## src/rtl/core/dual_priority_job_queue_macros.svh

```systemverilog
// Assertion macros shared by the job queue RTL.
`ifndef DUAL_PRIORITY_JOB_QUEUE_MACROS_SVH
`define DUAL_PRIORITY_JOB_QUEUE_MACROS_SVH

// same-cycle implication, checked on clk outside reset
`define DPJQ_ASSERT_IMP(label, ante, cons, msg) \
	label: assert property (@(posedge clk) disable iff (!arst_n) (ante) |-> (cons)) \
		else $error(msg);

// next-cycle implication, checked on clk outside reset
`define DPJQ_ASSERT_NXT(label, ante, cons, msg) \
	label: assert property (@(posedge clk) disable iff (!arst_n) (ante) |=> (cons)) \
		else $error(msg);

`endif

```

## src/rtl/core/dpjq_ram.sv

```systemverilog
// Generic single-write, single-read RAM with registered read data.
module dpjq_ram #(
	parameter int WIDTH = 8,
	parameter int DEPTH = 16
) (
	input  logic                     clk,
	input  logic                     we,
	input  logic [$clog2(DEPTH)-1:0] waddr,
	input  logic [WIDTH-1:0]         wdata,
	input  logic                     re,
	input  logic [$clog2(DEPTH)-1:0] raddr,
	output logic [WIDTH-1:0]         rdata
);

	logic [WIDTH-1:0] mem [DEPTH];

	always_ff @(posedge clk) begin
		if (we) begin
			mem[waddr] <= wdata;
		end
		if (re) begin
			rdata <= mem[raddr];
		end
	end

endmodule

```

## config.mk

```make
export PLATFORM = sky130hd
export DESIGN_NAME = dpjq_ram
export DESIGN_NICKNAME = d
export VERILOG_FILES = /design/src/rtl/core/dual_priority_job_queue_macros.svh /design/src/rtl/core/dpjq_ram.sv
export SDC_FILE = /design/constraint.sdc
export NUM_CORES = 1
export LEC_CHECK = 0
export BUFFER_PORTS_ARGS = -buffer_cell sky130_fd_sc_hd__buf_2
export CAP_MARGIN = 30
export CORE_UTILIZATION = 46
export DETAILED_ROUTE_END_ITERATION = 8
export HOLD_SLACK_MARGIN = 0.15
export SLEW_MARGIN = 20
export SYNTH_ARGS = -nofsm -noshare
export SYNTH_HDL_FRONTEND = slang
export SYNTH_SLANG_ARGS = --single-unit
```

## constraint.sdc

```tcl
create_clock -name clk -period 2.65 [get_ports clk]
set_clock_uncertainty 0.15 [all_clocks]
set_input_delay 0.53 -clock clk [delete_from_list [all_inputs] [get_ports clk]]
set_output_delay 0.53 -clock clk [all_outputs]
set_load 0.05 [all_outputs]
```

==> results_tabular.tex <==
\begin{tabular}{lr}
\hline
Metric & Value \\
\hline
\multicolumn{2}{l}{\textbf{Floorplanning}} \\
\quad Top-level I/O count & 27 \\
\quad Starting density of the core & 0.478 \\
\quad Height of the chip & between 100 and 150 um \\
\quad Full die area & 0.0118 mm2 \\
\quad Row cnt & 38 \\
\quad Die Width & 109 um \\
\quad Std-Cell Core Area & between 0.01 and 0.015 mm2 \\
\multicolumn{2}{l}{\textbf{Power}} \\
\quad Static Leak & between 2 and 2.5 nW \\
\quad Cell-internal power & 3.99 mW \\
\quad Proportion of total power due to net switching & 0.202 \\
\quad Switching power of the nets & between 1 and 1.5 mW \\
\quad Part of the power in combinational logic & 0.052 \\
\quad VDD IR max & $\sim$0.50 mV \\
\quad Sequential fraction of design power & 0.488 \\
\quad Clk pwr share & 0.460 \\
\quad Power Dens Cells & $\sim$800 mW/mm2 \\
\multicolumn{2}{l}{\textbf{Synthesis}} \\
\quad Post-Synthesis Net Count & 248 \\
\quad Number of storage elements in the synthesis netlist & approximately 140 \\
\quad FFs w/ async S/R, synth & 0 \\
\quad Largest cells by area after synthesis & edfxtp\_1, mux4\_2, mux4\_1 \\
\quad Post-synth EDFFs & between 100 and 150 \\
\quad Number of distinct library cell variants in the gate-level netlist after synthesis & 18 \\
\quad Flip-flop cell with the highest count after synthesis & edfxtp\_1 \\
\quad Post-Synthesis Cells & 229 \\
\quad Sequential-to-total area share from yosys stat & 0.781 \\
\quad Synth warnings & 0 \\
\quad Post-synthesis average cell area & between 20 and 25 um2 \\
\quad Portion of synthesized cell area occupied by the leading cell type & 0.781 \\
\quad Leading area contributor after synthesis & edfxtp\_1 \\
\quad Post-Synthesis Cell Area & between 0.005 and 0.006 mm2 \\
\multicolumn{2}{l}{\textbf{Clock tree}} \\
\quad Number of sinks on the clock net & about 140 \\
\quad Setup Fix Bufs, Post-CTS & 0 \\
\quad Clock transition at the registers of the reported paths & 0.06 ns \\
\quad Clk buf depth & 2 \\
\quad Number of gates resized after cts & 0 \\
\quad Master cell of the clock root buffer & clkbuf\_16 \\
\quad Level count of the clock H-tree & 4 \\
\quad Clock insertion delay at the later pin of the skew report & roughly 0.41 ns \\
\quad CTS tree & yes \\
\quad Num CTS Buffers & 17 \\
\quad Number of hold buffers added after CTS & 0 \\
\multicolumn{2}{l}{\textbf{Layout}} \\
\quad Area of all placed cells without fillers & 0.00623 mm2 \\
\quad Most frequent cells in the layout & edfxtp\_1, buf\_2, buf\_4 \\
\quad Layout area overhead & 19.1\% \\
\quad Most common library cell in the layout ignoring fill and taps & edfxtp\_1 \\
\quad Combined area of the multi-input logic cells & around 0.0011 mm2 \\
\quad Number of fill cells in the layout & between 800 and 900 \\
\quad Antenna diode instance count & 0 \\
\quad Proportion of layout cells with a drive suffix above 1 & 0.322 \\
\quad FF/Latch Area & approximately 0.0041 mm2 \\
\quad Number of nets at the end of the flow & $\sim$310 \\
\multicolumn{2}{l}{\textbf{STA}} \\
\quad Count of final hold-check violations & 0 \\
\quad Slew of the pin with the lowest slew margin & about 0.43 ns \\
\quad Setup repair after global routing missed its margin & no \\
\quad Hold Worst Slack & roughly 0.36 ns \\
\quad Aggregate negative setup slack & 0 ns \\
\quad Worst relative slew slack & 0.712 \\
\quad Time the final worst path needs with I/O delays and setup & 1.89 ns \\
\quad Crit path setup slack, layout & 0.758 ns \\
\quad Share of the clock period used by the worst path & 0.714 \\
\quad Final number of setup-violating endpoints & 0 \\
\quad Highest achievable clock rate & $\sim$0.53 GHz \\
\quad Slew Viols, Final & 0 \\
\multicolumn{2}{l}{\textbf{Place}} \\
\quad Number of buffers added on ports & 26 \\
\quad Detailed-placement wirelength estimate & roughly 6.3 mm \\
\quad Pre-CTS setup slack & $\sim$0.36 ns \\
\quad Routability congestion estimate from global placement & around 0.75 \\
\quad Total placed instance area & 0.00564 mm2 \\
\multicolumn{2}{l}{\textbf{Global route}} \\
\quad Pin count of the biggest net entering global routing & 33 \\
\quad Global-route wire length before repair & 14.6 mm \\
\quad Antenna violations before repair & 0 \\
\quad Total global-route track usage & 0.186 \\
\quad Total congestion overflow & 0 \\
\quad Number of global-route vias before repair & between 2k and 2.5k \\
\multicolumn{2}{l}{\textbf{Critical path}} \\
\quad Data arrival time of the critical path & around 1.9 ns \\
\quad Standard cell with the maximum stage delay on the critical path & mux4\_1 \\
\quad CP Capture Type & flip-flop \\
\quad Critical path class & input pin to flip-flop \\
\quad Sequence of cells on the critical path & buf\_2 > buf\_12 > mux4\_1 > a22oi\_1 > nand2\_1 \\
\quad Cell type group with the largest total delay on the critical path & multiplexers \\
\quad Worst path buffer plus inverter count & 2 \\
\quad Largest incremental delay on the critical path & slightly below 0.6 ns \\
\quad Crit start category & input pin \\
\quad Data required time of the worst path & 2.64 ns \\
\quad CP max FO & 32 \\
\multicolumn{2}{l}{\textbf{Routing}} \\
\quad Wire per inst & between 20 and 25 um \\
\quad Vias per cell & $\sim$5.6 \\
\quad DRT antenna net count & 0 \\
\quad Number of iterations in the first detailed-routing pass & 4 \\
\quad DRC violation total after the first TritonRoute iteration & 272 \\
\quad DRC & 0 \\
\quad Total length of routed wires & between 9 and 10 mm \\
\quad Via Count & 2472 \\
\multicolumn{2}{l}{\textbf{Run}} \\
\quad Number of violations of the max-capacitance limit & 0 \\
\multicolumn{2}{l}{\textbf{Status}} \\
\quad Result of the run & finished, final reports clean \\
\multicolumn{2}{l}{\textbf{Hold path}} \\
\quad Type of the tightest min-delay check & input pin to flip-flop \\
\hline
\end{tabular}
==> synth_stat cells, types with 2 or more instances <==
cell type,n
mux4_1,14
clkdlybuf4s25_2,3
buf_2,3
nand3b_1,2
edfxtp_1,136
nor3_1,4
nor2_1,13
buf_6,3
mux4_2,18
nand2b_1,2
a22oi_1,16
nand2_1,9
==> area by class of cell <==
class	count	share of cell area
clock buffer	18	0.0689
sequential	136	0.656
multi-input combinational	83	0.170
tap	140	0.0281
timing repair buffer	49	0.0526
clock inverter	12	0.0249
==> state kept, by name (all words and copies together), names as in the netlist <==
| signal | flops |
|---|---|
| rdata | 8 |
| mem | 128 |
==> stage by stage <==
stage          utilization  std cells  total power [mW]
2_1_floorplan            -        229              2.64
3_3_place_gp         0.516        408              2.74
3_5_place_dp         0.516        408              2.74
4_1_cts              0.570        438              5.02
5_1_grt              0.570        438              5.12
6_report             0.570        438              4.99
==> kinds of logic after synthesis <==
group                  Yosys count  share of synthesized area
DFF                            136                      0.781
AOI/OAI and AO/OA               16                     0.0230
muxes                           32                      0.148
buffers and inverters           10                     0.0165
and+or+nand+nor                 35                     0.0314
==> worst paths after layout <==
check | end | slack, ns | depth (start not counted) | startpoint
setup / recovery | rdata[0] | 0.76 | 5 | raddr[0]
hold / removal | rdata[0] | 0.36 | 1 | re
hold reg to reg | rdata[3] | 0.58 | 3 | mem[14][3]
setup reg to reg | rdata[0] | 1.00 | 3 | mem[0][0]
==> power groups by stage <==
stage / clock network (mW) / logic (mW) / registers, mW
2_1_floorplan: 0 / 0.122 / 2.51
3_3_place_gp: 0 / 0.258 / 2.48
3_5_place_dp: 0 / 0.261 / 2.48
4_1_cts: 2.32 / 0.262 / 2.44
5_1_grt: 2.40 / 0.277 / 2.44
6_report: 2.30 / 0.258 / 2.44
==> routing by layer <==
metal	GRT usage	vias up	part of all wire
li1	-	1093	-
met1	0.253	1267	0.43
met2	0.289	98	0.48
met3	0.0398	14	0.070
met4	0.0878	0	0.015
met5	0	-	0
No activity file was read; power rests on OpenSTA's default activity.
